**config.mk**
```make
export PLATFORM = sky130hd
export DESIGN_NAME = tx_power_hysteresis_boost
export DESIGN_NICKNAME = d
export VERILOG_FILES = /design/src/rtl/txpb_pkg.sv /design/src/rtl/txpb_step.sv /design/src/rtl/tx_power_hysteresis_boost.sv
export SDC_FILE = /design/constraint.sdc
export NUM_CORES = 1
export LEC_CHECK = 0
export BUFFER_PORTS_ARGS = -buffer_cell sky130_fd_sc_hd__buf_2
export CAP_MARGIN = 20
export CORE_AREA = 5 5 107 210
export CTS_CLUSTER_DIAMETER = 120
export CTS_CLUSTER_SIZE = 28
export DETAILED_ROUTE_END_ITERATION = 7
export DIE_AREA = 0 0 112 215
export GPL_TIMING_DRIVEN = 0
export PLACE_DENSITY = 0.58
export SETUP_SLACK_MARGIN = 0.1
export SLEW_MARGIN = 20
export SYNTH_ARGS = -nofsm -noshare
export SYNTH_HDL_FRONTEND = slang
export SYNTH_SLANG_ARGS = --single-unit
export TNS_END_PERCENT = 50
```
**constraint.sdc**
```tcl
create_clock -name clk -period 2.55 [get_ports clk]
set_input_delay 0.6375 -clock clk [delete_from_list [all_inputs] [get_ports clk]]
set_output_delay 0.6375 -clock clk [all_outputs]
set_load 0.005 [all_outputs]
```
**src/rtl/txpb_pkg.sv**
```systemverilog
// shared types, level codes and level selection for the tx power selector
// no dependencies; used by txpb_step and tx_power_hysteresis_boost
package txpb_pkg;

	// power levels in half-dB steps
	localparam logic [5:0] LVL_4DBM  = 6'd8;
	localparam logic [5:0] LVL_8DBM  = 6'd16;
	localparam logic [5:0] LVL_12DBM = 6'd24;
	localparam logic [5:0] LVL_14DBM = 6'd28;
	localparam logic [5:0] LVL_BOOST = 6'd33;

	// rssi thresholds in dBm with 3 dB hysteresis
	localparam int HYST_DB  = 3;
	localparam int THR_HIGH = -40;
	localparam int THR_LOW  = -60;
	localparam logic signed [7:0] RSSI_HIGH_DN = 8'(THR_HIGH - HYST_DB);
	localparam logic signed [7:0] RSSI_HIGH_UP = 8'(THR_HIGH + HYST_DB);
	localparam logic signed [7:0] RSSI_LOW_DN  = 8'(THR_LOW - HYST_DB);
	localparam logic signed [7:0] RSSI_LOW_UP  = 8'(THR_LOW + HYST_DB);

	localparam logic [15:0] DEFAULT_BOOST_MS = 16'd30000;

	// item kinds
	localparam logic [1:0] KIND_ADJUST  = 2'd0;
	localparam logic [1:0] KIND_BOOST   = 2'd1;
	localparam logic [1:0] KIND_TIMEOUT = 2'd2;
	localparam logic [1:0] KIND_NONE    = 2'd3;

	// configuration register indexes
	localparam logic CFG_POWER_LIMITED = 1'b0;
	localparam logic CFG_BOOST_DUR     = 1'b1;

	// selector state carried between items
	typedef struct packed {
		logic [5:0]  level;
		logic [31:0] deadline;
		logic        boost_on;
	} txpb_state_t;

	// one item as held in the input register
	typedef struct packed {
		logic [1:0]        kind;
		logic signed [7:0] rssi_dbm;
		logic              link_up;
		logic [31:0]       now_ms;
	} txpb_item_t;

	// level picked from rssi with hysteresis around the current level
	function automatic logic [5:0] target_level(input logic signed [7:0] rssi,
			input logic [5:0] cur, input logic limited);
		logic [5:0] weak_lvl;
		logic [5:0] lvl;
		weak_lvl = limited ? LVL_12DBM : LVL_14DBM;
		if (cur <= LVL_4DBM) begin
			if (rssi <= RSSI_HIGH_DN) begin
				lvl = (rssi <= RSSI_LOW_UP) ? weak_lvl : LVL_8DBM;
			end else begin
				lvl = LVL_4DBM;
			end
		end else if (cur <= LVL_8DBM) begin
			if (rssi > RSSI_HIGH_UP) begin
				lvl = LVL_4DBM;
			end else if (rssi <= RSSI_LOW_DN) begin
				lvl = weak_lvl;
			end else begin
				lvl = LVL_8DBM;
			end
		end else if (rssi > RSSI_LOW_UP) begin
			lvl = (rssi > RSSI_HIGH_DN) ? LVL_4DBM : LVL_8DBM;
		end else begin
			lvl = weak_lvl;
		end
		return lvl;
	endfunction

endpackage

```
**src/rtl/txpb_step.sv**
```systemverilog
// next-state logic for one item of the tx power selector
// depends on txpb_pkg
module txpb_step (
	input  txpb_pkg::txpb_item_t  item,
	input  txpb_pkg::txpb_state_t cur,
	input  logic                  power_limited,
	input  logic [15:0]           boost_duration_ms,
	output txpb_pkg::txpb_state_t nxt,
	output logic                  reprogram
);

	logic        expired;
	logic [31:0] since;
	logic [31:0] new_deadline;
	logic [5:0]  tgt;

	// wrap-safe expiry and new deadline
	assign since        = item.now_ms - cur.deadline;
	assign expired      = ~since[31];
	assign new_deadline = item.now_ms + {16'd0, boost_duration_ms};
	assign tgt          = txpb_pkg::target_level(item.rssi_dbm, cur.level, power_limited);

	// per-kind state update
	always_comb begin
		nxt       = cur;
		reprogram = 1'b0;
		unique case (item.kind)
			txpb_pkg::KIND_ADJUST: begin
				if (item.link_up && !cur.boost_on && tgt != cur.level) begin
					nxt.level = tgt;
					reprogram = 1'b1;
				end
			end
			txpb_pkg::KIND_BOOST: begin
				if (!cur.boost_on || expired) begin
					nxt.level = txpb_pkg::LVL_BOOST;
					reprogram = 1'b1;
				end
				nxt.deadline = new_deadline;
				nxt.boost_on = 1'b1;
			end
			txpb_pkg::KIND_TIMEOUT: begin
				if (cur.boost_on && expired) begin
					nxt.boost_on = 1'b0;
					nxt.level    = txpb_pkg::LVL_14DBM;
					reprogram    = 1'b1;
				end
			end
			txpb_pkg::KIND_NONE: begin
				nxt = cur;
			end
			default: begin
				nxt = cur;
			end
		endcase
	end

endmodule

```
**src/rtl/tx_power_hysteresis_boost.sv**
```systemverilog
// top level of the tx power selector with rssi hysteresis and timed boost
// depends on txpb_pkg and txpb_step
// items pass through the input register, then the result register
// throughput: one item per cycle while the output is not stalled, as txpb_step updates the state combinationally
// the result register frees as it is taken; input stalls only when both registers are full
// reset: asynchronous active low; level 28, no boost, limit off, boost 30000 ms
module tx_power_hysteresis_boost (
	input  logic        clk,
	input  logic        arst_n,
	// configuration writes
	input  logic        cfg_we,
	input  logic        cfg_index,
	input  logic [15:0] cfg_wdata,
	// input items
	input  logic        s_tvalid,
	output logic        s_tready,
	input  logic [47:0] s_tdata,  // rssi_dbm[7:0], link_up[8], now_ms[40:9], zero fill
	input  logic [1:0]  s_tuser,  // kind[1:0]
	// result items
	output logic        m_tvalid,
	input  logic        m_tready,
	output logic [7:0]  m_tdata   // power_half_db[5:0], reprogram[6], boost_active[7]
);

	logic                  power_limited_q;
	logic [15:0]           boost_dur_q;
	txpb_pkg::txpb_state_t state_q;
	txpb_pkg::txpb_state_t state_nxt;
	txpb_pkg::txpb_item_t  item_s1;
	logic                  valid_s1;
	logic                  valid_s2;
	logic [7:0]            data_s2;
	logic                  reprogram;
	logic                  out_free;
	logic                  advance;

	// stage handshake
	assign out_free = !valid_s2 || m_tready;
	assign advance  = valid_s1 && out_free;
	assign s_tready = !valid_s1 || out_free;

	// configuration registers
	always_ff @(posedge clk or negedge arst_n) begin
		if (!arst_n) begin
			power_limited_q <= 1'b0;
			boost_dur_q     <= txpb_pkg::DEFAULT_BOOST_MS;
		end else if (cfg_we) begin
			unique case (cfg_index)
				txpb_pkg::CFG_POWER_LIMITED: power_limited_q <= cfg_wdata[0];
				txpb_pkg::CFG_BOOST_DUR:     boost_dur_q     <= cfg_wdata;
				default: ;
			endcase
		end
	end

	// input register valid
	always_ff @(posedge clk or negedge arst_n) begin
		if (!arst_n) begin
			valid_s1 <= 1'b0;
		end else if (s_tready) begin
			valid_s1 <= s_tvalid;
		end
	end

	// input register payload
	always_ff @(posedge clk) begin
		if (s_tvalid && s_tready) begin
			item_s1.kind     <= s_tuser;
			item_s1.rssi_dbm <= s_tdata[7:0];
			item_s1.link_up  <= s_tdata[8];
			item_s1.now_ms   <= s_tdata[40:9];
		end
	end

	txpb_step u_step (
		.item              (item_s1),
		.cur               (state_q),
		.power_limited     (power_limited_q),
		.boost_duration_ms (boost_dur_q),
		.nxt               (state_nxt),
		.reprogram         (reprogram)
	);

	// selector state, updated as an item moves to the result register
	always_ff @(posedge clk or negedge arst_n) begin
		if (!arst_n) begin
			state_q.level    <= txpb_pkg::LVL_14DBM;
			state_q.deadline <= 32'd0;
			state_q.boost_on <= 1'b0;
		end else if (advance) begin
			state_q <= state_nxt;
		end
	end

	// result register valid
	always_ff @(posedge clk or negedge arst_n) begin
		if (!arst_n) begin
			valid_s2 <= 1'b0;
		end else if (out_free) begin
			valid_s2 <= valid_s1;
		end
	end

	// result register payload
	always_ff @(posedge clk) begin
		if (advance) begin
			data_s2 <= {state_nxt.boost_on, reprogram, state_nxt.level};
		end
	end

	assign m_tvalid = valid_s2;
	assign m_tdata  = data_s2;

endmodule
```
**Yosys cells after proc, flatten, opt, wreduce, memory -nomap -nowiden**

Cells that the tools add are included.

- Register bits: 109
- Bits of input ports: 72
- Output and inout bits: 10
- Word-level logic and storage cells: 62

- $add $sub $neg: 2
- Magnitude comparators: 8
- Equal/unequal tests: 4
- Mux-type cells: 19
- Bitwise operators: 2
- Reductions and logical operators: 15

Operators by type and width:

| cell | count |
|---|---|
| two-way mux 6 bit | 10 |
| adder 32 x 16 -> 32 bit | 1 |
| subtractor 32 bit | 1 |
| greater-than comparator 8 x 7 -> 1 bit (second input constant) | 3 |
| <= comparator 8 x 7 -> 1 bit (second input constant) | 3 |
| case mux 6 bit (4 select lines) | 1 |
| <= comparator 6 x 4 -> 1 bit (second input constant) | 1 |
| <= comparator 6 x 5 -> 1 bit (second input constant) | 1 |
| inequality test 6 bit | 1 |
| AND reduction 2 bit | 3 |
| logical AND 1 bit | 5 |
| two-way mux 5 bit | 1 |
| equality test 2 bit (second input constant) | 2 |
| two-way mux 1 bit | 4 |
| logical NOT 1 bit | 3 |
| logical OR 1 bit | 3 |
| two-way mux 3 bit | 1 |
| case mux 1 bit (3 select lines) | 1 |
| equality test 2 x 1 -> 1 bit (second input constant) | 1 |
| logical NOT 2 bit | 1 |
| NOT 1 bit | 2 |
| case mux 1 bit (2 select lines) | 1 |

**Depth between registers and ports, before layout**

Gate-level depths: netlist of run 1.

- Word-level depth: 9
- Depth in mapped cells: 11
- Depth with buffers taken out: 11

**Modules after synthesis**

From an unflattened synthesis of run 1, not the netlist that was laid out.

- Cells, all modules: 596
- Area total of the unflattened synthesis: 6706.4 um^2

Modules (own cells, without submodules):

| module | times used | cells each | area an instance (um^2) | seq. area each (um^2) |
|---|---|---|---|---|
| tx_power_hysteresis_boost | 1 | 179 | 3892.5 | 2995.4 |
| txpb_step | 1 | 417 | 2813.9 | 0.0 |

**Worst setup path after synthesis of run 1**

No wires, ideal clock.

- Path type: register to register
- Start point: register item_s1[24] (netlist name)
- End point: register data_s2[1], in the netlist m_tdata[1] (data pin)
- Arrival: 2584 ps
- Slack: -192 ps
- Stages on the path, launching flop included: 11
- Clock period less this slack: 2742 ps
- Cell sequence: edfxtp_1 ha_1 nand4_2 or4_4 nor3_2 a222oi_1 and3_1 or2_1 buf_6 a22o_4 a211oi_2

RTL lines:

| element | RTL line | RTL |
|---|---|---|
| start: declaration | tx_power_hysteresis_boost.sv:29 | `txpb_pkg::txpb_item_t item_s1;` |
| end signal: assignment | tx_power_hysteresis_boost.sv:107 | `data_s2 <= {state_nxt.boost_on, reprogram, state_nxt.level};` |
| end: declaration | tx_power_hysteresis_boost.sv:32 | `logic [7:0] data_s2;` |

==> flow_summary.ini, run 1 <==
[status]
outcome = finished with violations
violations = setup timing

[global_routing]
grt_overflow_total = 0
antenna_found_initial = 0
grt_pass1_wl_um = 23220
grt_pass1_vias = 4682
grt_use_total = 0.1212
grt_max_degree = 51

[timing]
fin_crit_ps = 3033
slew_headroom = 0.5545
worst_pin_slew_ps = 668.2
hold-worst-slack_ps = 90.12
tns_ps = -6001
rsz0062_at_grt = yes
setup_viol = 21
skew_ps = 17.11
post-route-period-util = 1.189
setup_ws_ps = -482.6
report.final.slew_viol_count = 0
max_freq_mhz = 329.7
final_hold_viol_count = 0

[routing]
drc = 0
drt_iter0_markers = 155
antenna_left = 0
via_per_inst = 4.778
firstDrtPassIters = 4
vias = 4606
wl_um = 14800
wl_per_cell_um = 15.35

[setup_path]
worstReg2RegStart = item_s1[29]
crit_required_ps = 2740
ff2ff_setup_slack_ps = -480
critical_path_class = reg2reg
cp-start-kind = flip-flop
cp_slowest_cell = or4_4
crit_arrival_ps = 3230
path_cells = ha_4 -> nand4_1 -> or4_4 -> nor3_2 -> a222oi_1 -> buf_4 -> and3_4 -> or2_1 -> buf_6 -> a22o_4 -> a211oi_4
slowest_delay_ps = 570
worst_setup_path_end_kind = flip-flop
rr_worst_depth = 11
worstReg2RegEnd = m_tdata[1]
crit_fanout = 7

[place]
place_hpwl_um = 10350
place_ws_ps = -726.2
io_buffers = 73
gp_congestion = 0.8413
dp.cells = 910
place_area_um2 = 6897

[synth]
yosys_warnings = 0
ys_async_sr_fraction = 0.5370
synth_seq_cells = 108
ys_top_cells_by_area = edfxtp_1 25%, dfrtp_1 20%, ha_1 11%
netlist-cell-type-count = 67
synth_common_cells = 60 x nand2_1, 53 x o21ai_0, 52 x ha_1
synth_top_cell_by_area = edfxtp_1
synth_edf_count = 50
ys.flop_type = edfxtp_1
avgSynthCellArea_um2 = 10.80
synth.top_cell.area_share = 0.2457
syn_nets = 691
yosysMostFrequentCell = nand2_1
ys_seq_area_frac = 0.4853
synth_area_um2 = 6111
syn_inst = 566

[clock_network]
cts_buffers = 9
cts-htree-levels = 3
cts_tree = done
cts_buffer_depth = 2
clock_sinks = 108
insertion_delay_ps = 370
root_buffer = clkbuf_16
cts_hold_buf = 0
clk_pin_slew_ps = 80

[die]
fp-row-count = 75
die_w_um = 112
io-pin-count = 82
die_area_um2 = 24080
core_area_um2 = 20740
start_util = 0.2947
die_h_um = 215

[final_layout]
syn2layout_area_growth_pct = 29.20
nFillCells = 2050
final_cells = 964
stdcell_area_um2 = 7895
multiInputGateArea_um2 = 3302
finalNetCount = 815
final_util = 0.3807
regArea_um2 = 2965
diodes = 0
layout-drive-gt1-share = 0.3324

[pwr]
ir_drop_v = 0.0003087
p_per_area_nw_per_um2 = 727.4
p_leak_nw = 3.277
p_total_mw = 5.743

[job]
maxCapViolations = 0

[hold_path]
hold_class = in2async
[logic make-up after synthesis]
kind of cell               synth area share
AOI/OAI and AO/OA                    0.1525
xor gates and xnor gates            0.04586
adders and majority gates            0.1097
buffers and inverters               0.04054
DFF                                  0.4853
muxes                               0.03644
and+or+nand+nor                      0.1296
[how the worst max path moves through the flow]
stage | from | endpoint | slack (ps) | cells past startpoint
2_1_floorplan | item_s1[25] | m_tdata[1] | -160 | 10
3_3_place_gp | m_tready | state_q[6] | -670 | 8
3_5_place_dp | m_tready | state_q[32] | -730 | 8
4_1_cts | item_s1[7] | m_tdata[1] | -450 | 9
5_1_grt | item_s1[25] | m_tdata[1] | -530 | 11
6_report | item_s1[29] | m_tdata[1] | -480 | 11
[sequential cells by signal (all words and copies together) (netlist names)]
name             flops
power_limited_q      1
state_q             39
valid_s1             1
m_tvalid             1
boost_dur_q         16
m_tdata              8
item_s1             42
[cells in the final DEF, fill, tap and decap left out, types with 3 or more instances in the layout]
cell type / Yosys / final
a211oi_1: 5 / 5
a21o_1: 12 / 12
nor2_1: 10 / 9
clkbuf_2: 0 / 4
nor3_2: 2 / 5
and3_1: 5 / 4
nand4_1: 6 / 6
buf_4: 0 / 37
and4_1: 6 / 5
buf_2: 0 / 72
nand2_1: 60 / 60
xor2_1: 16 / 16
buf_6: 2 / 4
o21ai_0: 53 / 33
clkinv_4: 0 / 3
nand3_1: 10 / 10
dfrtp_1: 48 / 48
o21a_1: 7 / 6
clkbuf_16: 0 / 9
xnor2_1: 16 / 16
dfstp_2: 10 / 10
nor3_1: 14 / 11
a21oi_1: 26 / 18
o21ai_2: 0 / 7
clkbuf_1: 11 / 7
nor2b_1: 4 / 4
a21oi_2: 1 / 7
o211ai_1: 8 / 8
nor3b_1: 4 / 4
ha_4: 0 / 13
inv_1: 47 / 45
ha_1: 52 / 38
edfxtp_1: 50 / 50
nand2b_1: 7 / 7
nor4_1: 3 / 3
o21ai_1: 1 / 12
mux2_2: 18 / 18
[final cells by class]
| type | count | share of cell area |
|---|---|---|
| Buffer | 13 | 0.008716 |
| Clock buffer | 9 | 0.02853 |
| Clock inverter | 7 | 0.009984 |
| Inverter | 48 | 0.02314 |
| Multi-Input combinational cell | 396 | 0.4182 |
| Sequential cell | 108 | 0.3756 |
| Tap cell | 269 | 0.04263 |
| Timing Repair Buffer | 114 | 0.09319 |
[where the power goes]
group	total [mW]	switching [mW]	leakage, nW	internal, mW
registers	2.38	0.211	1.18	2.17
logic	1.95	1.04	1.95	0.914
clock network	1.41	0.713	0.148	0.696
total	5.74	1.96	3.28	3.78
[repair_timing]
action,CTS,global route
resized for setup,41,47
buffers inserted,22,17
pin swaps,21,38
setup endpoints to repair,47,46
[routing by layer]
layer / global-route usage / wire length [um] / part of all wire
met1: 0.1486 / 6562 / 0.44
met4: 0.04091 / 242 / 0.016
met2: 0.2061 / 7420 / 0.50
met3: 0.03124 / 571 / 0.039
met5: 0 / 0 / 0
[worst max-delay path: cells and delay by family, from the launching register on]
family,cells,cell delay [ps]
compound gates,3,570
simple gates,5,1180
buf+inv,2,310
fa+ha+maj,1,310
flops,1,470
Note: power is estimated with default switching activity, not from simulation.
==> inputs of run 2 (changes only) <==
--- a/config.mk
+++ b/config.mk
@@ -7,16 +7,17 @@
 export LEC_CHECK = 0
 export BUFFER_PORTS_ARGS = -buffer_cell sky130_fd_sc_hd__buf_2
 export CAP_MARGIN = 20
-export CORE_AREA = 5 5 107 210
+export CORE_AREA = 5 5 112 220
 export CTS_CLUSTER_DIAMETER = 120
 export CTS_CLUSTER_SIZE = 28
 export DETAILED_ROUTE_END_ITERATION = 7
-export DIE_AREA = 0 0 112 215
+export DIE_AREA = 0 0 117 225
 export GPL_TIMING_DRIVEN = 0
 export PLACE_DENSITY = 0.58
 export SETUP_SLACK_MARGIN = 0.1
 export SLEW_MARGIN = 20
 export SYNTH_ARGS = -nofsm -noshare
 export SYNTH_HDL_FRONTEND = slang
+export SYNTH_HIERARCHICAL = 1
 export SYNTH_SLANG_ARGS = --single-unit
 export TNS_END_PERCENT = 50
==> flow_summary.ini, run 2 <==
[status]
outcome = finished with violations
violations = setup timing

[routing]
vias = 4788
drc = 0
antenna_left = 0
via_per_inst = 4.856
wl_per_cell_um = 16.59
drt_iter0_markers = 147
wl_um = 16360
firstDrtPassIters = 6

[setup_path]
ff2ff_setup_slack_ps = -410
critical_path_class = reg2reg
crit_arrival_ps = 3220
worstReg2RegStart = item_s1[6]
crit_family = compound AO/OA/AOI/OAI gates
cp.buffers_inverters = 1
crit_fanout = 4
crit_path_start = item_s1[6]
cp-start-kind = flip-flop
worstReg2RegEnd = state_q[24]
rr_worst_depth = 12
slowest_delay_ps = 490
cp_slowest_cell = edfxtp_1
path_depth = 12
path_cells = ha_4 -> a21o_1 -> nor3_2 -> o21ai_2 -> a21oi_2 -> o21ai_2 -> a21oi_2 -> o31ai_4 -> buf_4 -> and4b_1 -> or3_1 -> mux2_4
worst_setup_path_end_kind = flip-flop
crit_required_ps = 2800

[global_routing]
grt_use_total = 0.1308
antenna_found_initial = 0
grt_max_degree = 33
grt_overflow_total = 0
grt_pass1_wl_um = 26210
grt_pass1_vias = 5150

[pwr]
p_leak_nw = 3.584
p_total_mw = 6.821
p_per_area_nw_per_um2 = 829.3
ir_drop_v = 0.0003241

[die]
die_h_um = 225
start_util = 0.2949
die_w_um = 117
io-pin-count = 82
die_area_um2 = 26330
core_area_um2 = 22640
fp-row-count = 78

[final_layout]
multiInputGateArea_um2 = 3759
final_common_cell = buf_2
stdcell_area_um2 = 8224
regArea_um2 = 2965
most-common-layout-cells = 73 x buf_2, 50 x edfxtp_1, 48 x dfrtp_1
final_util = 0.3632
nFillCells = 2267
largest_register_ffs = 42
syn2layout_area_growth_pct = 23.18
layout-drive-gt1-share = 0.3640
reg.largest.list = item_s1 (42), state_q (39), boost_dur_q (16)
finalNetCount = 826
diodes = 0
largest-register = item_s1

[timing]
worst_pin_slew_ps = 542.4
setup_ws_ps = -414.2
tns_ps = -9562
setup_viol = 32
post-route-period-util = 1.162
final_hold_viol_count = 0
report.final.slew_viol_count = 0
fin_crit_ps = 2964
skew_ps = 9.900
max_freq_mhz = 337.4
rsz0062_at_grt = yes
slew_headroom = 0.6346

[clock_network]
cts-htree-levels = 3
insertion_delay_ps = 360
clock_sinks = 108
cts_hold_buf = 0
clk_pin_slew_ps = 70
root_buffer = clkbuf_16
cts_tree = done
cts_buffer_depth = 2
cts_buffers = 9

[synth]
avgSynthCellArea_um2 = 11.22
syn_inst = 595
syn_nets = 720
yosys_warnings = 6
synth_area_um2 = 6676

[place]
place_ws_ps = -703.1
io_buffers = 73
gp_congestion = 0.8028
place_area_um2 = 7470
place_hpwl_um = 12230

[hold_path]
hold_class = in2async

[job]
maxCapViolations = 0
-- run 2: worst max-delay path by stage --
stage | to
floorplan | state_q[29]
global placement | state_q[31]
detailed placement | state_q[31]
CTS | state_q[37]
global route | state_q[37]
finish | state_q[24]
-- run 2: power breakdown --
group          total (mW)  switching (mW)  internal (mW)
clock network        1.36           0.666          0.694
registers            2.60           0.320           2.28
logic                2.86            1.36           1.51
-- run 2: per-stage QoR --
stage | hold WS [ps] | std cells
6_report | 199.1 | 986
2_1_floorplan | 341.9 | 595
3_5_place_dp | 491.9 | 950
4_1_cts | 201.0 | 980
3_3_place_gp | 490.1 | 948
5_1_grt | 210.7 | 986
-- run 2: layout make-up --
type	count	share of cell area
timing repair buffer	95	0.07105
tap	280	0.04260
buffer	16	0.01308
inverter	48	0.02191
clock inverter	5	0.004260
multi-input combinational	423	0.4570
sequential	108	0.3606
clock buffer	11	0.02951
-- run 2: repair_timing --
| item | in CTS | in global routing |
|---|---|---|
| endpoints found under the setup margin | 45 | 47 |
| pin swaps | 49 | 21 |
| setup buffers | 14 | 6 |
| gates resized for setup | 44 | 16 |
-- run 2: per-layer routing --
layer  routed length (um)  track usage  up-vias
li1                     -            -     2367
met1                 5880       0.1297     2310
met5                    0            0        -
met4                  586      0.06333        0
met2                 9418       0.2496       79
met3                  473      0.02580       32
